<file path="src/sv/pgcb_pkg.sv">
// Shared types, constants and helper functions for the grid cell binning block.
package pgcb_pkg;

   localparam int COORD_FRAC_BITS = 4;
   localparam int REG_W           = 12;
   localparam int COORD_W         = 16;
   localparam int RADIUS_W        = 13;
   // wide enough for centre plus or minus radius and for the area limit in Q format
   localparam int CORNER_W        = ((COORD_W > REG_W + COORD_FRAC_BITS) ?
                                     COORD_W : REG_W + COORD_FRAC_BITS) + 2;
   localparam int CELL_W          = REG_W;
   localparam int STRIDE_W        = CELL_W + 1;
   localparam int PROD_W          = CELL_W + STRIDE_W;
   localparam int IDX_W           = 24;
   localparam int NUM_CORNERS     = 4;
   localparam int DIV_STEPS       = CELL_W;
   localparam int CSR_IDX_W       = 2;

   localparam int NUM_LANES = 5;
   localparam int LANE_LX   = 0;
   localparam int LANE_RX   = 1;
   localparam int LANE_TY   = 2;
   localparam int LANE_BY   = 3;
   localparam int LANE_COLS = 4;

   localparam int QDEPTH  = 32;
   localparam int QPTR_W  = $clog2(QDEPTH);
   localparam int QCNT_W  = QPTR_W + 1;

   localparam logic [1:0] CORNER_UL = 2'd0;
   localparam logic [1:0] CORNER_BR = 2'd1;
   localparam logic [1:0] CORNER_UR = 2'd2;
   localparam logic [1:0] CORNER_BL = 2'd3;

   localparam logic [CSR_IDX_W-1:0] CSR_AREA_WIDTH  = 2'd0;
   localparam logic [CSR_IDX_W-1:0] CSR_AREA_HEIGHT = 2'd1;
   localparam logic [CSR_IDX_W-1:0] CSR_CELL_SIZE   = 2'd2;

   localparam logic [REG_W-1:0] AREA_WIDTH_RST  = 12'd1024;
   localparam logic [REG_W-1:0] AREA_HEIGHT_RST = 12'd768;
   localparam logic [REG_W-1:0] CELL_SIZE_RST   = 12'd32;

   typedef struct packed {
      logic [REG_W-1:0] area_width;
      logic [REG_W-1:0] area_height;
      logic [REG_W-1:0] cell_size;   // never zero
   } pgcb_cfg_type;

   typedef struct packed {
      logic [NUM_CORNERS-1:0][IDX_W-1:0] idx;
      logic [1:0]                        last_corner;
   } pgcb_part_type;

   typedef struct packed {
      logic [CELL_W-1:0] rem;
      logic [CELL_W-1:0] nq;   // numerator bits still to enter, quotient bits shift in
   } pgcb_div_type;

   // Reduce a corner coordinate to a whole-pixel numerator; out-of-range
   // values clamp so that the division yields cell 0 or the last cell.
   function automatic logic [CELL_W-1:0] cell_numer(logic signed [CORNER_W-1:0] v,
                                                    logic [REG_W-1:0] extent);
      logic signed [CORNER_W-1:0] limit;
      logic [CELL_W-1:0]          n;
      limit = $signed(CORNER_W'(extent) << COORD_FRAC_BITS);
      if (v < 0)
         n = '0;
      else if (v > limit)
         n = extent;
      else
         n = v[COORD_FRAC_BITS +: CELL_W];
      return n;
   endfunction

   // One restoring division step: one quotient bit.
   function automatic pgcb_div_type div_step(pgcb_div_type s, logic [CELL_W-1:0] d);
      logic [CELL_W:0] t;
      logic [CELL_W:0] diff;
      pgcb_div_type    r;
      t    = {s.rem, s.nq[CELL_W-1]};
      diff = t - {1'b0, d};
      if (t >= {1'b0, d}) begin
         r.rem = diff[CELL_W-1:0];
         r.nq  = {s.nq[CELL_W-2:0], 1'b1};
      end else begin
         r.rem = t[CELL_W-1:0];
         r.nq  = {s.nq[CELL_W-2:0], 1'b0};
      end
      return r;
   endfunction

endpackage

</file>
<file path="src/sv/pgcb_queue.sv">
// Particle queue between the front pipeline and the result serializer.
module pgcb_queue (
   input  logic                    clock,
   input  logic                    reset,
   input  logic                    push,
   input  pgcb_pkg::pgcb_part_type push_part,
   input  logic                    pop,
   output logic                    not_empty,
   output pgcb_pkg::pgcb_part_type head_part
);
   import pgcb_pkg::*;

   pgcb_part_type     mem_ff [QDEPTH];
   logic [QPTR_W-1:0] wr_ptr_ff, wr_ptr_in;
   logic [QPTR_W-1:0] rd_ptr_ff, rd_ptr_in;
   logic [QCNT_W-1:0] count_ff, count_in;

   always_comb begin
      wr_ptr_in = push ? wr_ptr_ff + QPTR_W'(1) : wr_ptr_ff;
      rd_ptr_in = pop  ? rd_ptr_ff + QPTR_W'(1) : rd_ptr_ff;
      count_in  = count_ff + QCNT_W'(push) - QCNT_W'(pop);
      not_empty = count_ff != '0;
      head_part = mem_ff[rd_ptr_ff];
   end

   always_ff @(posedge clock) begin
      if (reset) begin
         wr_ptr_ff <= '0;
         rd_ptr_ff <= '0;
         count_ff  <= '0;
      end else begin
         wr_ptr_ff <= wr_ptr_in;
         rd_ptr_ff <= rd_ptr_in;
         count_ff  <= count_in;
      end
      if (push)
         mem_ff[wr_ptr_ff] <= push_part;
   end

endmodule

</file>
<file path="config.mk">
export PLATFORM = sky130hd
export DESIGN_NAME = pgcb_queue
export DESIGN_NICKNAME = d
export VERILOG_FILES = /design/src/sv/pgcb_pkg.sv /design/src/sv/pgcb_queue.sv
export SDC_FILE = /design/constraint.sdc
export NUM_CORES = 2
export LEC_CHECK = 0
export BUFFER_PORTS_ARGS = -buffer_cell sky130_fd_sc_hd__buf_2
export CORE_MARGIN = 3
export CORE_UTILIZATION = 55
export DETAILED_ROUTE_END_ITERATION = 6
export PLACE_DENSITY = 0.74
export SLEW_MARGIN = 5
export SYNTH_ARGS = -nofsm -noshare
export SYNTH_HDL_FRONTEND = slang
export SYNTH_SLANG_ARGS = --single-unit
</file>
<file path="constraint.sdc">
create_clock -name clock -period 8.1 [get_ports clock]
set_input_delay 1.62 -clock clock [delete_from_list [all_inputs] [get_ports clock]]
set_output_delay 1.62 -clock clock [all_outputs]
set_load 0.005 [all_outputs]
</file>
==> parameters.txt <==
Parameter                              Value

Setup path
  Data arrival at the endpoint of the critical path    5.04 ns
  Data required time of the critical path    6.48 ns
  Capturing element type of the critical path    output pin
  Type of origin of the critical path    flip-flop
  Kind of critical path    reg2out
  Worst-path fanout max    61

STA
  Transition time at the pin with the least slew margin    1.27 ns
  Fmax    0.150 GHz
  Final period demand of the worst path    6.66 ns
  Setup TNS after final layout    0 ns
  Hold Vio Cnt, Final    0
  Setup WS post-layout    1.44 ns
  Period utilization    82.2%
  Largest clock skew in the final design    0.0764 ns
  Final number of setup-violating endpoints    0
  Pins over their slew limit    0
  Setup repair after global routing missed its margin    no
  Worst slew margin    14.7%

Logic synthesis
  Most frequently used flop master after synthesis    sky130_fd_sc_hd__edfxtp_1
  Share of Yosys cell area claimed by the top area cell type    78.5%
  Part of the Yosys area used for sequential elements    78.9%
  Cell area after synthesis    120000 sq um
  Biggest area contributors in the synthesized netlist    sky130_fd_sc_hd__edfxtp_1, sky130_fd_sc_hd__mux4_2, sky130_fd_sc_hd__mux2_2, sky130_fd_sc_hd__o22ai_1, sky130_fd_sc_hd__a22oi_1
  Count of cell types in the netlist    55
  Post-synthesis cell type with the largest combined area    sky130_fd_sc_hd__edfxtp_1
  Cells after Synth    5550
  Synthesized area divided by synthesized cell count    21.6 sq um
  Number of flops mapped to enable cells by yosys    3136
  Async set-or-reset flop fraction in the synthesized netlist    0%
  #FFs+latches synth    3157
  Yosys warns    0
  Syn nets    5666

Clocking
  Number of H-tree levels    5
  CTS Buf Count    323
  Clock Sinks    3157
  Number of hold buffers added after CTS    0
  Reg clk slew, reported paths    0.06 ns
  Cell chosen for the clock root    sky130_fd_sc_hd__clkbuf_16
  Total of cells resized after clock tree synthesis    0
  TritonCTS clock tree    built
  Number of buffers added for setup after CTS    0
  Longest Clk Path Bufs    4
  Skew-Pair Late Insertion Delay    0.95 ns

Floorplanning
  Die ar.    224000 sq um
  Die height    473 um
  Starting density of the core    55.6%
  X dimension of the die    473 um
  Io pins    201
  Num rows    170
  Area of the core    216000 sq um

Route
  Number of detailed-route iterations in the first pass    6
  Via count    60251
  Wire length per cell    33.5 um
  First-iteration detailed-routing DRC count    8981
  Vias/cell    6.73
  Post-Route WL    300000 um
  Number of antenna-violating nets in the routed design    0
  Drt drc    0

GRT
  GRT Util Overall    26.8%
  Total congestion overflow    0
  Pin count of the biggest net entering global routing    156
  Number of antenna violations at the first check in global routing    36
  Via count of the first global-routing pass    60218
  Global-route wire length before repair    431000 um

Placement
  Number of buffers inserted by port buffering    200
  Inst Count DP    8373
  Worst setup slack after placement    2.40 ns
  Routability congestion estimate from global placement    0.757
  Estimated wirelength of the detail-placed design    140000 um

Layout
  Filler instances    14229
  Area of all sequential standard cells    94600 sq um
  Fraction of layout instances using a drive strength above 1    27.8%
  Number of cells in the finished layout apart from fillers    8952
  Final net count    5976
  Area of the multi-input gates    24100 sq um
  Layout area overhead    11.9%

Pwr
  Cell Pwr Density    252 nW/um^2
  Switch share    20.8%
  Internal    26800 uW
  VDD IR max    0.240 mV
  Logic pwr share    5.2%
  Clock power share    41.2%
  Part of the total power dissipated in sequential elements    53.6%
  Reported net switching power    7020 uW
  Leakage power of the design    0.0408 uW

Status
  Run status    finished, final reports clean

Worst hold path
  Class of the worst hold path    reg2reg

Flow run
  # Max-Cap Violations    0
critical path: stages (launching register included):
cell	delay (ns)
sky130_fd_sc_hd__dfxtp_4	0.82
sky130_fd_sc_hd__buf_4	0.79
sky130_fd_sc_hd__buf_4	0.78
sky130_fd_sc_hd__mux4_2	0.34
sky130_fd_sc_hd__o22ai_1	0.10
sky130_fd_sc_hd__nor4_1	1.00
sky130_fd_sc_hd__buf_2	0.26
power by group through the flow:
stage | Clock [uW] | Combinational (uW) | Sequential [uW]
2_1_floorplan | 0 | 1040 | 18500
3_3_place_gp | 0 | 1710 | 18500
3_5_place_dp | 0 | 1750 | 18500
4_1_cts | 14100 | 1760 | 18100
5_1_grt | 14700 | 1870 | 18100
6_report | 13900 | 1750 | 18100
per-stage QoR:
stage / total power, uW / util, % / hold slack [ns] / area (sq um)
final: 33800 / 62.2 / 0.550 / 134000
after global routing: 34700 / 62.2 / 0.604 / 134000
after CTS: 34000 / 62.2 / 0.553 / 134000
after detailed placement: 20200 / 57.7 / 0.535 / 124000
after global placement: 20200 / 57.7 / 0.538 / 124000
after floorplan: 19500 / - / 0.485 / 120000
cell usage after synthesis (5+ instances only):
cell type,n
sky130_fd_sc_hd__mux2i_1,94
sky130_fd_sc_hd__a211oi_1,45
sky130_fd_sc_hd__ha_1,13
sky130_fd_sc_hd__nand2b_1,7
sky130_fd_sc_hd__nand3b_1,5
sky130_fd_sc_hd__nor3_1,47
sky130_fd_sc_hd__a22oi_1,167
sky130_fd_sc_hd__nand4_1,28
sky130_fd_sc_hd__o2111ai_1,22
sky130_fd_sc_hd__edfxtp_1,3136
sky130_fd_sc_hd__o21ai_0,44
sky130_fd_sc_hd__nor2b_1,72
sky130_fd_sc_hd__xor2_1,6
sky130_fd_sc_hd__nor2_1,54
sky130_fd_sc_hd__buf_6,12
sky130_fd_sc_hd__nand4b_1,43
sky130_fd_sc_hd__clkbuf_1,99
sky130_fd_sc_hd__buf_1,19
sky130_fd_sc_hd__nand3_1,21
sky130_fd_sc_hd__nor4_1,28
sky130_fd_sc_hd__or3_1,67
sky130_fd_sc_hd__mux4_2,498
sky130_fd_sc_hd__mux2_2,416
sky130_fd_sc_hd__a22o_1,5
sky130_fd_sc_hd__nand2_1,30
sky130_fd_sc_hd__a211o_1,22
sky130_fd_sc_hd__inv_1,14
sky130_fd_sc_hd__a21oi_1,15
sky130_fd_sc_hd__o22ai_1,273
sky130_fd_sc_hd__buf_4,19
sky130_fd_sc_hd__buf_2,170
sky130_fd_sc_hd__a221oi_1,7
sky130_fd_sc_hd__dfxtp_1,21
layer usage:
layer / vias to the layer above / global-route usage [%] / routed length, um
met1: 31672 / 38.3 / 112000
li1: 24076 / - / -
met3: 609 / 5.39 / 33600
met2: 3882 / 42.2 / 144000
met4: 12 / 8.57 / 9690
met5: - / 0 / 71
path summary, 6_finish.rpt:
kind | startpoint | end | slack [ns] | cells past startpoint
worst min-delay path | rd_ptr_ff[3]$_SDFFE_PP0P_ | flip-flop | 0.55 | 2
worst max-delay path | flip-flop | head_part[34] | 1.44 | 6
worst min register to register | rd_ptr_ff[3]$_SDFFE_PP0P_ | flip-flop | 0.55 | 2
worst max register to register | wr_ptr_ff[0]$_SDFFE_PP0P_ | mem_ff[21][55]$_DFFE_PP_ | 4.66 | 4
cell families after synthesis:
logic type / synth area share (%)
compound gates: 3.46
xor+xnor: 0.0657
fa+ha+maj: 0.152
buf+inv: 1.36
flops: 78.9
mux: 14.1
simple gates: 2.04
cells in the final DEF (no fill, tap or decap), types with 22 or more instances in the layout:
cell type                   netlist  layout
sky130_fd_sc_hd__o22ai_1        273     273
sky130_fd_sc_hd__clkinv_2         0      49
sky130_fd_sc_hd__nor4_1          28      27
sky130_fd_sc_hd__or3_1           67      67
sky130_fd_sc_hd__clkbuf_1        99      63
sky130_fd_sc_hd__o2111ai_1       22      22
sky130_fd_sc_hd__o21ai_0         44      44
sky130_fd_sc_hd__mux4_2         498     498
sky130_fd_sc_hd__nand4_1         28      28
sky130_fd_sc_hd__clkinv_1         0      75
sky130_fd_sc_hd__a211o_1         22      22
sky130_fd_sc_hd__mux2i_1         94      94
sky130_fd_sc_hd__clkbuf_16        0     328
sky130_fd_sc_hd__buf_2          170     200
sky130_fd_sc_hd__nor2b_1         72      69
sky130_fd_sc_hd__mux2_2         416     416
sky130_fd_sc_hd__diode_2          0      24
sky130_fd_sc_hd__nand2_1         30      28
sky130_fd_sc_hd__nor2_4           0      33
sky130_fd_sc_hd__nor3_1          47      46
sky130_fd_sc_hd__a211oi_1        45      45
sky130_fd_sc_hd__nand4b_1        43      43
sky130_fd_sc_hd__edfxtp_1      3136    3136
sky130_fd_sc_hd__buf_12           0      28
sky130_fd_sc_hd__a22oi_1        167     167
sky130_fd_sc_hd__buf_4           19      76
cell type report:
class | count | share of cell area (%)
sequential | 3157 | 70.5
multi-input combinational | 2059 | 17.9
clock buffer | 391 | 6.29
tap | 2838 | 2.65
timing repair buffer | 304 | 1.59
clock inverter | 164 | 0.977
antenna | 24 | 0.0447
inverter | 15 | 0.0420
registers in the layout (all words and copies together), names as in the netlist, named ones only:
| register | flops |
|---|---|
| count_ff | 6 |
| rd_ptr_ff | 5 |
| mem_ff | 3136 |
| wr_ptr_ff | 5 |
(Power assumes the default switching activity.)
