===== src/sv/pgcb_pkg.sv =====
// Shared types, constants and helper functions for the grid cell binning block.
package pgcb_pkg;

   localparam int COORD_FRAC_BITS = 4;
   localparam int REG_W           = 12;
   localparam int COORD_W         = 16;
   localparam int RADIUS_W        = 13;
   // wide enough for centre plus or minus radius and for the area limit in Q format
   localparam int CORNER_W        = ((COORD_W > REG_W + COORD_FRAC_BITS) ?
                                     COORD_W : REG_W + COORD_FRAC_BITS) + 2;
   localparam int CELL_W          = REG_W;
   localparam int STRIDE_W        = CELL_W + 1;
   localparam int PROD_W          = CELL_W + STRIDE_W;
   localparam int IDX_W           = 24;
   localparam int NUM_CORNERS     = 4;
   localparam int DIV_STEPS       = CELL_W;
   localparam int CSR_IDX_W       = 2;

   localparam int NUM_LANES = 5;
   localparam int LANE_LX   = 0;
   localparam int LANE_RX   = 1;
   localparam int LANE_TY   = 2;
   localparam int LANE_BY   = 3;
   localparam int LANE_COLS = 4;

   localparam int QDEPTH  = 32;
   localparam int QPTR_W  = $clog2(QDEPTH);
   localparam int QCNT_W  = QPTR_W + 1;

   localparam logic [1:0] CORNER_UL = 2'd0;
   localparam logic [1:0] CORNER_BR = 2'd1;
   localparam logic [1:0] CORNER_UR = 2'd2;
   localparam logic [1:0] CORNER_BL = 2'd3;

   localparam logic [CSR_IDX_W-1:0] CSR_AREA_WIDTH  = 2'd0;
   localparam logic [CSR_IDX_W-1:0] CSR_AREA_HEIGHT = 2'd1;
   localparam logic [CSR_IDX_W-1:0] CSR_CELL_SIZE   = 2'd2;

   localparam logic [REG_W-1:0] AREA_WIDTH_RST  = 12'd1024;
   localparam logic [REG_W-1:0] AREA_HEIGHT_RST = 12'd768;
   localparam logic [REG_W-1:0] CELL_SIZE_RST   = 12'd32;

   typedef struct packed {
      logic [REG_W-1:0] area_width;
      logic [REG_W-1:0] area_height;
      logic [REG_W-1:0] cell_size;   // never zero
   } pgcb_cfg_type;

   typedef struct packed {
      logic [NUM_CORNERS-1:0][IDX_W-1:0] idx;
      logic [1:0]                        last_corner;
   } pgcb_part_type;

   typedef struct packed {
      logic [CELL_W-1:0] rem;
      logic [CELL_W-1:0] nq;   // numerator bits still to enter, quotient bits shift in
   } pgcb_div_type;

   // Reduce a corner coordinate to a whole-pixel numerator; out-of-range
   // values clamp so that the division yields cell 0 or the last cell.
   function automatic logic [CELL_W-1:0] cell_numer(logic signed [CORNER_W-1:0] v,
                                                    logic [REG_W-1:0] extent);
      logic signed [CORNER_W-1:0] limit;
      logic [CELL_W-1:0]          n;
      limit = $signed(CORNER_W'(extent) << COORD_FRAC_BITS);
      if (v < 0)
         n = '0;
      else if (v > limit)
         n = extent;
      else
         n = v[COORD_FRAC_BITS +: CELL_W];
      return n;
   endfunction

   // One restoring division step: one quotient bit.
   function automatic pgcb_div_type div_step(pgcb_div_type s, logic [CELL_W-1:0] d);
      logic [CELL_W:0] t;
      logic [CELL_W:0] diff;
      pgcb_div_type    r;
      t    = {s.rem, s.nq[CELL_W-1]};
      diff = t - {1'b0, d};
      if (t >= {1'b0, d}) begin
         r.rem = diff[CELL_W-1:0];
         r.nq  = {s.nq[CELL_W-2:0], 1'b1};
      end else begin
         r.rem = t[CELL_W-1:0];
         r.nq  = {s.nq[CELL_W-2:0], 1'b0};
      end
      return r;
   endfunction

endpackage


===== src/sv/pgcb_front.sv =====
// Front pipeline: corners, cell division lanes, bucket index and classification.
module pgcb_front (
   input  logic                                   clock,
   input  logic                                   reset,
   input  pgcb_pkg::pgcb_cfg_type                 cfg,
   input  logic                                   in_valid,
   input  logic signed [pgcb_pkg::COORD_W-1:0]    in_center_x,
   input  logic signed [pgcb_pkg::COORD_W-1:0]    in_center_y,
   input  logic        [pgcb_pkg::RADIUS_W-1:0]   in_radius,
   output logic                                   out_valid,
   output pgcb_pkg::pgcb_part_type                out_part
);
   import pgcb_pkg::*;

   localparam int XLANE [NUM_CORNERS] = '{LANE_LX, LANE_RX, LANE_RX, LANE_LX};
   localparam int YLANE [NUM_CORNERS] = '{LANE_TY, LANE_BY, LANE_TY, LANE_BY};

   // capture stage
   logic                       a_valid_ff;
   logic signed [COORD_W-1:0]  a_cx_ff, a_cy_ff;
   logic [RADIUS_W-1:0]        a_r_ff;

   always_ff @(posedge clock) begin
      if (reset) begin
         a_valid_ff <= 1'b0;
      end else begin
         a_valid_ff <= in_valid;
      end
      a_cx_ff <= in_center_x;
      a_cy_ff <= in_center_y;
      a_r_ff  <= in_radius;
   end

   logic signed [CORNER_W-1:0] cx_w, cy_w, r_w, lx, rx, ty, by;
   logic [CELL_W-1:0]          numer [NUM_LANES];

   always_comb begin
      cx_w = CORNER_W'(a_cx_ff);
      cy_w = CORNER_W'(a_cy_ff);
      r_w  = $signed(CORNER_W'(a_r_ff));
      lx   = cx_w - r_w;
      rx   = cx_w + r_w;
      ty   = cy_w - r_w;
      by   = cy_w + r_w;
      numer[LANE_LX]   = cell_numer(lx, cfg.area_width);
      numer[LANE_RX]   = cell_numer(rx, cfg.area_width);
      numer[LANE_TY]   = cell_numer(ty, cfg.area_height);
      numer[LANE_BY]   = cell_numer(by, cfg.area_height);
      numer[LANE_COLS] = cfg.area_width;
   end

   // divider stages: stage 0 holds numerators, each later stage adds one bit
   logic [DIV_STEPS:0] dv_ff, dv_in;
   pgcb_div_type       div_ff [DIV_STEPS+1][NUM_LANES];
   pgcb_div_type       div_in [DIV_STEPS+1][NUM_LANES];

   always_comb begin
      dv_in[0] = a_valid_ff;
      for (int l = 0; l < NUM_LANES; l++) begin
         div_in[0][l].rem = '0;
         div_in[0][l].nq  = numer[l];
      end
      for (int s = 1; s <= DIV_STEPS; s++) begin
         dv_in[s] = dv_ff[s-1];
         for (int l = 0; l < NUM_LANES; l++)
            div_in[s][l] = div_step(div_ff[s-1][l], cfg.cell_size);
      end
   end

   always_ff @(posedge clock) begin
      if (reset) begin
         dv_ff <= '0;
      end else begin
         dv_ff <= dv_in;
      end
      div_ff <= div_in;
   end

   // stride multiply
   logic                m_valid_ff;
   logic [IDX_W-1:0]    m_prod_ff [NUM_CORNERS];
   logic [IDX_W-1:0]    m_prod_in [NUM_CORNERS];
   logic [CELL_W-1:0]   m_col_ff  [NUM_CORNERS];
   logic [CELL_W-1:0]   m_col_in  [NUM_CORNERS];
   logic [STRIDE_W-1:0] stride;
   logic [PROD_W-1:0]   prod      [NUM_CORNERS];

   always_comb begin
      stride = STRIDE_W'(div_ff[DIV_STEPS][LANE_COLS].nq) + STRIDE_W'(1);
      for (int k = 0; k < NUM_CORNERS; k++) begin
         prod[k] = PROD_W'(div_ff[DIV_STEPS][YLANE[k]].nq) * PROD_W'(stride);
         m_prod_in[k] = prod[k][IDX_W-1:0];
         m_col_in[k]  = div_ff[DIV_STEPS][XLANE[k]].nq;
      end
   end

   // index add
   logic             s_valid_ff;
   logic [IDX_W-1:0] s_idx_ff [NUM_CORNERS];
   logic [IDX_W-1:0] s_idx_in [NUM_CORNERS];

   always_comb begin
      for (int k = 0; k < NUM_CORNERS; k++)
         s_idx_in[k] = m_prod_ff[k] + IDX_W'(m_col_ff[k]);
   end

   always_ff @(posedge clock) begin
      if (reset) begin
         m_valid_ff <= 1'b0;
         s_valid_ff <= 1'b0;
      end else begin
         m_valid_ff <= dv_ff[DIV_STEPS];
         s_valid_ff <= m_valid_ff;
      end
      m_prod_ff <= m_prod_in;
      m_col_ff  <= m_col_in;
      s_idx_ff  <= s_idx_in;
   end

   // classify: one, two or four cells
   always_comb begin
      out_valid = s_valid_ff;
      for (int k = 0; k < NUM_CORNERS; k++)
         out_part.idx[k] = s_idx_ff[k];
      if (s_idx_ff[CORNER_UL] == s_idx_ff[CORNER_BR])
         out_part.last_corner = CORNER_UL;
      else if (s_idx_ff[CORNER_UL] != s_idx_ff[CORNER_BL] &&
               s_idx_ff[CORNER_UL] != s_idx_ff[CORNER_UR])
         out_part.last_corner = CORNER_BL;
      else
         out_part.last_corner = CORNER_BR;
   end

endmodule


===== config.mk =====
export PLATFORM = sky130hd
export DESIGN_NAME = pgcb_front
export DESIGN_NICKNAME = d
export VERILOG_FILES = /design/src/sv/pgcb_pkg.sv /design/src/sv/pgcb_front.sv
export SDC_FILE = /design/constraint.sdc
export NUM_CORES = 2
export LEC_CHECK = 0
export BUFFER_PORTS_ARGS = -buffer_cell sky130_fd_sc_hd__buf_2
export CORE_MARGIN = 4
export CORE_UTILIZATION = 35
export DETAILED_ROUTE_END_ITERATION = 6
export PLACE_DENSITY_LB_ADDON = 0.15
export SLEW_MARGIN = 10
export SYNTH_ARGS = -nofsm -noshare
export SYNTH_HDL_FRONTEND = slang
export SYNTH_SLANG_ARGS = --single-unit

===== constraint.sdc =====
create_clock -name clock -period 16.5 [get_ports clock]
set_input_delay 1.65 -clock clock [delete_from_list [all_inputs] [get_ports clock]]
set_output_delay 1.65 -clock clock [all_outputs]
set_load 0.02 [all_outputs]

==> flow_metrics.py <==
metrics = {
    "detailed_routing": {
        "wl_um": 211000,
        "ant_nets": 0,
        "firstDrtPassIters": 7,
        "drt_iter0_drc": 2728,
        "vias": 58100,
        "wl_per_cell_um": 17.6,
        "vias_per_cell": 4.85,
        "drc_errors": 0,
    },
    "critical_path": {
        "cpMostUsedCell": "fa_1",
        "crit_required_ps": 17210,
        "critical-path-max-stage-delay_ps": 540,
        "path_buf_inv": 5,
        "cp_max_fo": 27,
        "crit_path_end_kind": "flip-flop",
        "setup.worst_path.class": "flip-flop to flip-flop",
        "cp.arrival_ps": 7500,
        "crit_slowest_cell": "fa_1",
        "crit_family": "adder cells",
        "start_kind": "flip-flop",
    },
    "floorplanning": {
        "row_count": 181,
        "floorplan.initialDensity_pct": 35.2,
        "fp.coreArea_mm2": 0.243,
        "die_h_um": 503,
        "dieArea_mm2": 0.253,
        "io-pin-count": 183,
        "die_w_um": 503,
    },
    "yosys": {
        "synth_warnings": 0,
        "async_flop_share_pct": 0,
        "synthCells": 8363,
        "synth_edf_count": 0,
        "postSynthAreaPerCell_um2": 10.2,
        "synth-seq-cells": 1669,
        "yosysUniqueCellTypes": 86,
        "synth_ff_type": "dfxtp_1",
        "yosysSeqAreaShare_pct": 39.0,
        "synth_nets": 9662,
        "syn_area_mm2": 0.0857,
    },
    "sta": {
        "slew_viol_final": 0,
        "fin_skew_ps": 40.0,
        "finalSetupViolCount": 0,
        "period_needed_ps": 6790,
        "fin_crit_sh_pct": 41.2,
        "relSlewSlack_pct": 18.0,
        "fmax_mhz": 147,
        "setup_ws_ps": 9710,
        "tightest_slew_ps": 1220,
        "final_hold_viol_count": 0,
        "setup_tns_ps": 0,
        "grt_setup_unrepaired": "false",
    },
    "clocking": {
        "clk_latency_ps": 820,
        "clk_path_buf_depth": 3,
        "clkSinkCount": 1669,
        "h-tree-depth": 4,
        "cts_inserted_buffers": 185,
        "cts_tree": "yes",
        "hold_buffers": 0,
        "cts_root_buffer": "clkbuf_16",
        "post_cts_buffers": 0,
        "clk_pin_slew_ps": 60,
        "cts_resized": 0,
    },
    "cells_and_area": {
        "fill_cells": 23500,
        "multi_input_area_mm2": 0.0488,
        "regArea_mm2": 0.0334,
        "fin_nets": 9916,
        "fin_util_pct": 39.8,
        "area_delta_synth_final_pct": 13.2,
        "layout_commonest_cell": "dfxtp_1",
        "layout-drive-gt1-share_pct": 12.7,
        "fin_cells": 12000,
        "layout_common_cells": "dfxtp_1, ha_1, inv_1",
    },
    "global_routing": {
        "overflow": 0,
        "grt_pass1_wl_um": 332000,
        "grt_start_max_net_pins": 41,
        "grt_pass1_vias": 59800,
        "grt_antenna_before_repair": 6,
        "grt.total_usage_pct": 16.5,
    },
    "placement": {
        "dp.cells": 11600,
        "gp_routability_congestion": 0.841,
        "dp_hpwl_um": 158000,
        "post-place-ws_ps": 9730,
        "port_buffers": 182,
    },
    "power": {
        "irDropWorstVdd_mv": 0.112,
        "p_leak_nw": 43.8,
        "p_total_w": 0.0146,
        "power_density_mw_per_mm2": 151,
    },
    "job": {
        "drv_cap": 0,
    },
    "outcome": {
        "status": "complete, no violations",
    },
    "min_path": {
        "holdCritPathClass": "flip-flop to flip-flop",
    },
}
==> kinds of logic after synthesis <==
| kind of cell | Yosys count | synth area share, % |
|---|---|---|
| fa+ha+maj | 1215 | 20.2 |
| compound gates | 1449 | 11.2 |
| mux | 589 | 7.56 |
| flops | 1669 | 39.0 |
| xor+xnor | 690 | 7.06 |
| buf+inv | 874 | 4.04 |
| simple gates | 1877 | 10.9 |
==> metrics by stage <==
stage	hold WS (ps)	area (um^2)
5_1_grt	313	96900
3_5_place_dp	312	90200
3_3_place_gp	310	90200
2_1_floorplan	310	85700
6_report	300	96900
4_1_cts	302	96900
==> routing by layer <==
metal / vias up / global-route usage (%) / share of wire (%)
li1: 29500 / - / -
met1: 27300 / 22.3 / 49
met2: 986 / 27.5 / 46
met3: 273 / 2.29 / 3.4
met4: 4 / 4.50 / 2.3
met5: - / 0 / 0.010
==> synth_stat cells, drive strengths merged (29+ instances only) <==
master	count	area, um^2
dfxtp	1669	33400
nand2b	92	576
fa	276	5530
o211ai	52	395
o41ai	43	639
or2	29	184
buf	64	420
nand3	150	751
mux2	445	5040
clkbuf	95	357
a211oi	91	683
mux2i	144	1440
xor2	173	1520
o21ai	241	1210
o2111ai	34	298
o21bai	66	495
a21boi	40	300
inv	715	2680
xnor2	517	4530
nand4	162	1010
o21a	105	788
nor2b	175	1100
ha	939	11700
nor3	189	946
and3	37	231
and2	139	870
a21o	152	1140
a21oi	475	2380
nor2	423	1600
nand2	401	1510
==> area by class of cell <==
class | instances | share of cell area [%]
timing repair buffer | 226 | 1.29
clock buffer | 236 | 5.37
clock inverter | 108 | 1.54
multi-input combinational | 5820 | 50.4
sequential | 1669 | 34.5
antenna | 2 | 0.00516
tap | 3202 | 4.13
inverter | 715 | 2.80
==> worst paths after layout <==
check,cells past startpoint,to,slack [ps],start
worst max-delay path,25,m_prod_ff[44]$_DFF_P_,9710,div_ff[0]$_DFF_P_
worst min-delay path,0,m_col_ff[5]$_DFF_P_,300,div_ff[101]$_DFF_P_
worst min register to register,0,m_col_ff[5]$_DFF_P_,300,div_ff[101]$_DFF_P_
worst max register to register,25,m_prod_ff[44]$_DFF_P_,9710,div_ff[0]$_DFF_P_
==> report_power, final <==
group	internal, W	switching, W	leakage (nW)
Combinational	0.00228	0.00268	26.8
Clock	0.00268	0.00173	3.24
Sequential	0.00480	0.000459	13.8
Total	0.00976	0.00488	43.8
==> flip-flops by register name, summed over array words and instances, names as in the netlist <==
signal,count
m_prod_ff,48
m_valid_ff,1
m_col_ff,24
a_cy_ff,16
a_r_ff,13
a_valid_ff,1
out_valid,1
a_cx_ff,16
div_ff,1440
dv_ff,13
out_part,96
Power figures use the tool's default switching activity.
