--- config.mk ---
export PLATFORM = sky130hd
export DESIGN_NAME = pgcb_back
export DESIGN_NICKNAME = d
export VERILOG_FILES = /design/src/sv/pgcb_pkg.sv /design/src/sv/pgcb_back.sv
export SDC_FILE = /design/constraint.sdc
export NUM_CORES = 1
export LEC_CHECK = 0
export ABC_AREA = 1
export BUFFER_PORTS_ARGS = -buffer_cell sky130_fd_sc_hd__buf_2
export CORE_ASPECT_RATIO = 1.1
export CORE_UTILIZATION = 50
export CTS_CLUSTER_DIAMETER = 200
export DETAILED_ROUTE_END_ITERATION = 16
export PLACE_DENSITY_LB_ADDON = 0.1
export SETUP_SLACK_MARGIN = 0.02
export SYNTH_ARGS = -nofsm -noshare
export SYNTH_HDL_FRONTEND = slang
export SYNTH_SLANG_ARGS = --single-unit
--- constraint.sdc ---
create_clock -name clock -period 4.3 [get_ports clock]
set_input_delay 0.215 -clock clock [delete_from_list [all_inputs] [get_ports clock]]
set_output_delay 0.215 -clock clock [all_outputs]
set_load 0.1 [all_outputs]
--- src/sv/pgcb_pkg.sv ---
// Shared types, constants and helper functions for the grid cell binning block.
package pgcb_pkg;

   localparam int COORD_FRAC_BITS = 4;
   localparam int REG_W           = 12;
   localparam int COORD_W         = 16;
   localparam int RADIUS_W        = 13;
   // wide enough for centre plus or minus radius and for the area limit in Q format
   localparam int CORNER_W        = ((COORD_W > REG_W + COORD_FRAC_BITS) ?
                                     COORD_W : REG_W + COORD_FRAC_BITS) + 2;
   localparam int CELL_W          = REG_W;
   localparam int STRIDE_W        = CELL_W + 1;
   localparam int PROD_W          = CELL_W + STRIDE_W;
   localparam int IDX_W           = 24;
   localparam int NUM_CORNERS     = 4;
   localparam int DIV_STEPS       = CELL_W;
   localparam int CSR_IDX_W       = 2;

   localparam int NUM_LANES = 5;
   localparam int LANE_LX   = 0;
   localparam int LANE_RX   = 1;
   localparam int LANE_TY   = 2;
   localparam int LANE_BY   = 3;
   localparam int LANE_COLS = 4;

   localparam int QDEPTH  = 32;
   localparam int QPTR_W  = $clog2(QDEPTH);
   localparam int QCNT_W  = QPTR_W + 1;

   localparam logic [1:0] CORNER_UL = 2'd0;
   localparam logic [1:0] CORNER_BR = 2'd1;
   localparam logic [1:0] CORNER_UR = 2'd2;
   localparam logic [1:0] CORNER_BL = 2'd3;

   localparam logic [CSR_IDX_W-1:0] CSR_AREA_WIDTH  = 2'd0;
   localparam logic [CSR_IDX_W-1:0] CSR_AREA_HEIGHT = 2'd1;
   localparam logic [CSR_IDX_W-1:0] CSR_CELL_SIZE   = 2'd2;

   localparam logic [REG_W-1:0] AREA_WIDTH_RST  = 12'd1024;
   localparam logic [REG_W-1:0] AREA_HEIGHT_RST = 12'd768;
   localparam logic [REG_W-1:0] CELL_SIZE_RST   = 12'd32;

   typedef struct packed {
      logic [REG_W-1:0] area_width;
      logic [REG_W-1:0] area_height;
      logic [REG_W-1:0] cell_size;   // never zero
   } pgcb_cfg_type;

   typedef struct packed {
      logic [NUM_CORNERS-1:0][IDX_W-1:0] idx;
      logic [1:0]                        last_corner;
   } pgcb_part_type;

   typedef struct packed {
      logic [CELL_W-1:0] rem;
      logic [CELL_W-1:0] nq;   // numerator bits still to enter, quotient bits shift in
   } pgcb_div_type;

   // Reduce a corner coordinate to a whole-pixel numerator; out-of-range
   // values clamp so that the division yields cell 0 or the last cell.
   function automatic logic [CELL_W-1:0] cell_numer(logic signed [CORNER_W-1:0] v,
                                                    logic [REG_W-1:0] extent);
      logic signed [CORNER_W-1:0] limit;
      logic [CELL_W-1:0]          n;
      limit = $signed(CORNER_W'(extent) << COORD_FRAC_BITS);
      if (v < 0)
         n = '0;
      else if (v > limit)
         n = extent;
      else
         n = v[COORD_FRAC_BITS +: CELL_W];
      return n;
   endfunction

   // One restoring division step: one quotient bit.
   function automatic pgcb_div_type div_step(pgcb_div_type s, logic [CELL_W-1:0] d);
      logic [CELL_W:0] t;
      logic [CELL_W:0] diff;
      pgcb_div_type    r;
      t    = {s.rem, s.nq[CELL_W-1]};
      diff = t - {1'b0, d};
      if (t >= {1'b0, d}) begin
         r.rem = diff[CELL_W-1:0];
         r.nq  = {s.nq[CELL_W-2:0], 1'b1};
      end else begin
         r.rem = t[CELL_W-1:0];
         r.nq  = {s.nq[CELL_W-2:0], 1'b0};
      end
      return r;
   endfunction

endpackage

--- src/sv/pgcb_back.sv ---
// Result serializer: while rsp_pop is high, emits one cell per cycle from the queue head particle.
module pgcb_back (
   input  logic                           clock,
   input  logic                           reset,
   input  logic                           q_not_empty,
   input  pgcb_pkg::pgcb_part_type        q_head,
   output logic                           q_pop,
   output logic                           retire,
   output logic                           rsp_empty,
   input  logic                           rsp_pop,
   output logic [pgcb_pkg::IDX_W-1:0]     rsp_cell_index,
   output logic [1:0]                     rsp_corner,
   output logic                           rsp_last
);
   import pgcb_pkg::*;

   pgcb_part_type cur_ff, cur_in;
   logic          cur_valid_ff, cur_valid_in;
   logic [1:0]    step_ff, step_in;
   logic          is_last, fire, take;

   always_comb begin
      is_last      = step_ff == cur_ff.last_corner;
      fire         = rsp_pop && cur_valid_ff;
      retire       = fire && is_last;
      take         = !cur_valid_ff || retire;
      q_pop        = take && q_not_empty;
      cur_valid_in = take ? q_not_empty : cur_valid_ff;
      cur_in       = q_pop ? q_head : cur_ff;
      if (q_pop)
         step_in = CORNER_UL;
      else if (fire && !is_last)
         step_in = step_ff + 2'd1;
      else
         step_in = step_ff;
      rsp_empty      = !cur_valid_ff;
      rsp_cell_index = cur_ff.idx[step_ff];
      rsp_corner     = step_ff;
      rsp_last       = is_last;
   end

   always_ff @(posedge clock) begin
      if (reset) begin
         cur_valid_ff <= 1'b0;
         step_ff      <= CORNER_UL;
      end else begin
         cur_valid_ff <= cur_valid_in;
         step_ff      <= step_in;
      end
      cur_ff <= cur_in;
   end

endmodule

==> qor.csv, run 1 <==
metric,value,unit
drtPass1Iterations,4,
postSynthAreaPerCell,14.20,um^2
num_vias,2505,
power_density,423.4,nW/um^2
r2r_start,rsp_corner[1]$_SDFFE_PP0P_,
required,4.09,ns
max_slew_margin,0.4742,
synth_common_cells,"edfxtp_1 (98), nor2_1 (49), o21ai_0 (44)",
core,7473,um^2
num_rows,33,
seq_area_frac_synth,0.7775,
grt_pass1_wl,11.02,mm
cts_buffers,9,
fill_cells,596,
tightest_slew,0.7870,ns
critical_path.max_fanout,39,
finalHoldViolations,0,
ant_nets,0,
grt_start_max_net_pins,53,
start_kind,flip-flop,
fin_nets,508,
reg2reg_to,cur_ff[90]$_DFFE_PP_,
clockBufferDepth,2,
ys_ff_latch,101,
post_drt_wl_per_cell,14.16,um
cts-root-buf,clkbuf_8,
grt.total_usage,0.1866,
die_h,94.18,um
antenna_found_initial,0,
hold_depth,2,
multiInputGateArea,694.4,um^2
clockPowerShare,0.276,
r2r_slack,1.57,ns
setup_viol,0,
p_int,0.001438,W
synth_area,3862,um^2
globalRouteMet1Util,0.2583,
path_class,reg2out,
boundaryPins,132,
start_util,0.5168,
cts_num_sinks,101,
grt_pass1_vias,2278,
first_iter_violations,130,
antennaDiodeCount,0,
drc,0,
clock_latency,0.36,ns
async_reset_ff_frac,0,
use_met2,0.2827,
ys.flop_type,edfxtp_1,
wl,7.304,mm
worst-endpoint-arrival,2.88,ns
cts-resized-gates,0,
status,completed,
io_buffers,131,
combPwrFrac,0.154,
p_leak,1.934,nW
r2r_cells,8,
hp-start,reset,
syn_inst,272,
busiest_layer,met2,
yosysUniqueCellTypes,19,
dp_hpwl,4.801,mm
yosysWarnings,0,
ir_worst_vdd,0.1822,mV
pwr-share-seq,0.570,
path_clk_slew,0.10,ns
regArea,3004,um^2
fin_worst_skew,0.01177,ns
fin_setup_tns,0,ns
met3_usage,0.04306,
area_growth_syn_to_layout,24.33,%
die_w,85.80,um
synth_top_area_frac,0.7619,
rsz0062_at_grt,false,
gp_congestion,0.7233,
fin_crit,3.099,ns
max_freq,322.7,MHz
post-route-util,0.6426,
critPathCaptureType,output pin,
hold_path_end,cur_valid_ff$_SDFFE_PP0P_,
synthMostInstantiatedCell,edfxtp_1,
cts.htree.levels,3,
synth_edf_count,98,
synth_area_leader_cell,edfxtp_1,
placed_cells,497,
overflow,0,
swShare,0.2927,
layout-drive-gt1-share,0.4039,
final_cells,516,
die_area,8081,um^2
drv_cap,0,
mappedNetlistNets,374,
p_sw,0.0005952,W
holdCritPathClass,in2reg,
avgViaCountPerCell,4.855,
cts_tree,built,
slew_viol_final,0,
hold_slack,0.01997,ns
fin_crit_sh,0.7208,
synth_area_leaders,"edfxtp_1 (76%), o21ai_0 (5.7%), nor2_1 (4.8%)",
-- metrics by stage --
stage / total power (W) / setup WS, ns / cell area, um^2
4_1_cts: 0.002049 / 1.147 / 4772
2_1_floorplan: 0.001409 / 0.4788 / 3866
3_5_place_dp: 0.001495 / 1.552 / 4582
3_3_place_gp: 0.001491 / 1.613 / 4582
5_1_grt: 0.002112 / 0.9479 / 4802
6_report: 0.002033 / 1.201 / 4802
-- state kept, by name, summed over array words and instances, names as in the netlist --
register      flops
cur_ff           98
rsp_corner        2
cur_valid_ff      1
-- routing by layer --
metal | up-vias | wire length [um]
li1 | 1265 | -
met1 | 1128 | 3304
met2 | 97 | 3384
met3 | 15 | 447
met4 | 0 | 168
met5 | - | 0
-- worst max-delay path by stage --
stage	slack (ns)	from	to	depth (start not counted)
final	1.20	rsp_corner[1]$_SDFFE_PP0P_	q_pop	8
after global routing	0.95	rsp_corner[1]$_SDFFE_PP0P_	q_pop	8
after CTS	1.15	rsp_corner[1]$_SDFFE_PP0P_	q_pop	8
after detailed placement	1.55	rsp_corner[1]$_SDFFE_PP0P_	q_pop	8
after global placement	1.61	rsp_corner[1]$_SDFFE_PP0P_	q_pop	8
after floorplan	0.48	rsp_corner[0]$_SDFFE_PP0P_	cur_ff[0]$_DFFE_PP_	8
-- worst max-delay path, cell delays in order (launching register included) --
cell	delay, ns
dfxtp_1	0.70
buf_4	0.31
nand2_1	0.08
nand2_2	0.09
nand3_2	0.08
nand2_2	0.09
nand2_2	0.07
clkinvlp_4	0.55
buf_2	0.55
-- power groups by stage --
| stage | Clock [W] | Sequential (W) | Combinational, W |
|---|---|---|---|
| 2_1_floorplan | 0 | 0.00118 | 0.000224 |
| 3_3_place_gp | 0 | 0.00118 | 0.000309 |
| 3_5_place_dp | 0 | 0.00118 | 0.000312 |
| 4_1_cts | 0.000576 | 0.00116 | 0.000312 |
| 5_1_grt | 0.000618 | 0.00116 | 0.000329 |
| 6_report | 0.000561 | 0.00116 | 0.000312 |
-- kinds of logic (layout without fill, tap and decap cells) --
| kind of cell | after synthesis | count (layout) | share of synthesized area |
|---|---|---|---|
| AOI/OAI and AO/OA | 73 | 73 | 0.1024 |
| xor gates and xnor gates | 1 | 1 | 0.002268 |
| buffers and inverters | 28 | 167 | 0.04276 |
| DFF | 101 | 101 | 0.7775 |
| and+or+nand+nor | 69 | 69 | 0.07516 |
-- layout make-up --
| cell class | instances | share of cell area |
|---|---|---|
| multi-input cells | 143 | 0.1446 |
| inverters | 12 | 0.01225 |
| clock buffers | 9 | 0.02579 |
| flip-flops and latches | 101 | 0.6256 |
| repair buffers | 139 | 0.1506 |
| clock inverters | 7 | 0.01381 |
| well taps | 105 | 0.02736 |
-- what timing repair did --
item,4_1_cts,5_1_grt
hold endpoints to repair,0,3
buffers inserted,0,0
hold buffers,0,3
-- placed cells by master, fill, tap and decap left out --
cell type | Yosys | layout
nor2_1 | 49 | 49
buf_2 | 8 | 131
dfxtp_1 | 3 | 2
o21ai_0 | 44 | 44
o22ai_1 | 24 | 24
clkinv_8 | 0 | 1
nand3_1 | 2 | 2
clkbuf_8 | 0 | 9
clkinv_2 | 0 | 1
edfxtp_1 | 98 | 98
dlygate4sd3_1 | 0 | 3
buf_4 | 2 | 5
dfxtp_2 | 0 | 1
nand2_2 | 8 | 8
clkinvlp_4 | 0 | 2
inv_6 | 2 | 5
nand2_1 | 8 | 8
nor2_2 | 1 | 1
inv_1 | 10 | 9
a21oi_1 | 1 | 1
xor2_1 | 1 | 1
nand3_2 | 1 | 1
inv_8 | 0 | 1
o21ai_1 | 4 | 4
Power figures use the tool's default switching activity.
==> run 2, diff against run 1 <==
- ABC_AREA: 1 -> 0
- CORE_UTILIZATION: 50 -> 49
- clock period: 4.3 -> 2.9 ns (I/O delays scaled with it)
==> run 2 against run 1 <==
  * Critical path depth shrank 5
  * Count of clock-buffer cells in the layout grew 1
  * Non-clock buffer count grew 96
  * Combinational power grew 100%
  * Via count shrank 2.8%
  * Largest power group unchanged
  * Design area grew 19%
  * Critical endpoint is now rsp_cell_index[0]
  * Worst setup slack lost 0.53 ns
  * Cell count shrank 5.6%
  * Global-route usage grew 3.0 points
  * Hold slack gained 0.12 ns
==> qor.csv, run 2 <==
metric,value,unit
largest_reg_flops,98,
die_h,93.66,um
die_w,85.33,um
dp_hpwl,4.621,mm
area_growth_syn_to_layout,52.39,%
ys_ff_latch,101,
grt_start_max_net_pins,50,
ys.flop_type,edfxtp_1,
hold_depth,3,
clockBufferDepth,2,
die_area,7992,um^2
pwr-share-seq,0.553,
swShare,0.2868,
start_util,0.5035,
max_slew_margin,0.5964,
cts_buffers,9,
synth_edf_count,98,
io_buffers,131,
required,2.76,ns
fin_crit_sh,0.7691,
p_int,0.002258,W
synth_area,3742,um^2
holdCritPathClass,in2reg,
clockPowerShare,0.248,
async_reset_ff_frac,0,
final_common_cell,buf_2,
placed_cells,371,
slew_viol_final,0,
combPwrFrac,0.198,
fin_crit,2.230,ns
critPathCaptureType,output pin,
boundaryPins,132,
overflow,0,
finalHoldViolations,0,
gp_congestion,0.7844,
critical_path.max_fanout,19,
rsz0062_at_grt,false,
drtPass1Iterations,4,
cts.htree.levels,3,
synth_area_leader_cell,edfxtp_1,
worst-endpoint-arrival,2.09,ns
setup_viol,0,
status,completed,
syn_inst,154,
num_rows,33,
fin_worst_skew,0.01354,ns
grt.total_usage,0.2163,
drc,0,
core,7432,um^2
power_density,555.1,nW/um^2
final_cells,487,
synth_common_cells,"edfxtp_1 (98), mux4_2 (22), dfxtp_1 (3), inv_1 (3)",
hold_slack,0.1377,ns
wl,8.257,mm
synth_area_leaders,"edfxtp_1 (79%), mux4_2 (13%), dfxtp_1 (1.6%)",
ir_worst_vdd,0.4540,mV
p_sw,0.0009078,W
start_kind,flip-flop,
synth_top_area_frac,0.7864,
path_class,reg2out,
grt_pass1_vias,2669,
layout-drive-gt1-share,0.4411,
cts_num_sinks,101,
drv_cap,0,
avgViaCountPerCell,5.000,
yosysWarnings,0,
clock_latency,0.35,ns
cts_tree,built,
grt_pass1_wl,12.56,mm
first_iter_violations,88,
max_freq,448.4,MHz
cts-resized-gates,0,
cts-root-buf,clkbuf_8,
yosysUniqueCellTypes,24,
path_clk_slew,0.09,ns
tightest_slew,0.6054,ns
synthMostInstantiatedCell,edfxtp_1,
p_leak,2.203,nW
mappedNetlistNets,256,
final_cell_mix,"buf_2 (131), dlygate4sd3_1 (99), edfxtp_1 (98)",
ant_nets,0,
antenna_found_initial,1,
post_drt_wl_per_cell,16.95,um
top_register,cur_ff,
seq_area_frac_synth,0.8024,
num_vias,2435,
postSynthAreaPerCell,24.30,um^2
fin_nets,496,
r2r_cells,3,
==> run 2: worst max-delay path: stages, from the launching register on <==
cell and delay, ns:
dfxtp_4 0.49, buf_4 0.37, mux4_2 0.56, buf_2 0.31
==> run 2: cell type report <==
class / count / area [um^2]
Sequential cell: 101 / 3010
Fill cell: 450 / 1729
Timing Repair Buffer: 235 / 1684
Multi-Input combinational cell: 43 / 708.2
Clock buffer: 10 / 127.6
Tap cell: 87 / 108.9
Clock inverter: 6 / 46.29
Inverter: 4 / 15.01
Antenna cell: 1 / 2.502
==> run 2: final timing paths <==
| check | from | to | slack, ns |
|---|---|---|---|
| setup / recovery | rsp_corner[0]$_SDFFE_PP0P_ | rsp_cell_index[0] | 0.67 |
| hold / removal | rsp_pop | rsp_corner[0]$_SDFFE_PP0P_ | 0.14 |
| setup reg to reg | cur_ff[1]$_DFFE_PP_ | cur_ff[47]$_DFFE_PP_ | 0.95 |
| hold reg to reg | cur_valid_ff$_SDFFE_PP0P_ | cur_valid_ff$_SDFFE_PP0P_ | 0.61 |
==> run 2: cells by family after synthesis <==
family,Yosys count,share of synthesized area
flops,101,0.8024
mux,24,0.1464
xor+xnor,2,0.006688
simple gates,10,0.01538
compound gates,7,0.01271
buf+inv,10,0.01638
==> run 2: repair_timing <==
action,4_1_cts,5_1_grt
endpoints found under the setup margin,0,0
hold buffers,99,0
buffers inserted,0,0
endpoints found under the hold margin,100,0
==> run 2: power by group through the flow <==
stage	logic [W]	registers [W]	clock network (W)
after global routing	0.000656	0.00176	0.000858
after detailed placement	0.000521	0.00179	0
final	0.000628	0.00175	0.000786
after global placement	0.000516	0.00178	0
after floorplan	0.000390	0.00179	0
after CTS	0.000625	0.00175	0.000813
==> run 2: through the flow <==
step,setup WS (ns),utilization,cell area [um^2],TNS [ns],power (W)
floorplan,-1.428,-,3780,-143.54,0.002177
global placement,0.9785,0.6103,4536,0,0.002298
detailed placement,0.9274,0.6103,4536,0,0.002307
CTS,0.6054,0.7670,5700,0,0.003190
global route,0.5327,0.7673,5703,0,0.003276
finish,0.6697,0.7673,5703,0,0.003166
==> run 2: layer usage <==
metal / track usage / vias to the layer above / part of all wire
met5: 0 / - / 0
met4: 0.09306 / 0 / 0.027
met3: 0.04482 / 19 / 0.048
met2: 0.4066 / 109 / 0.55
met1: 0.2360 / 1173 / 0.38
li1: - / 1134 / -
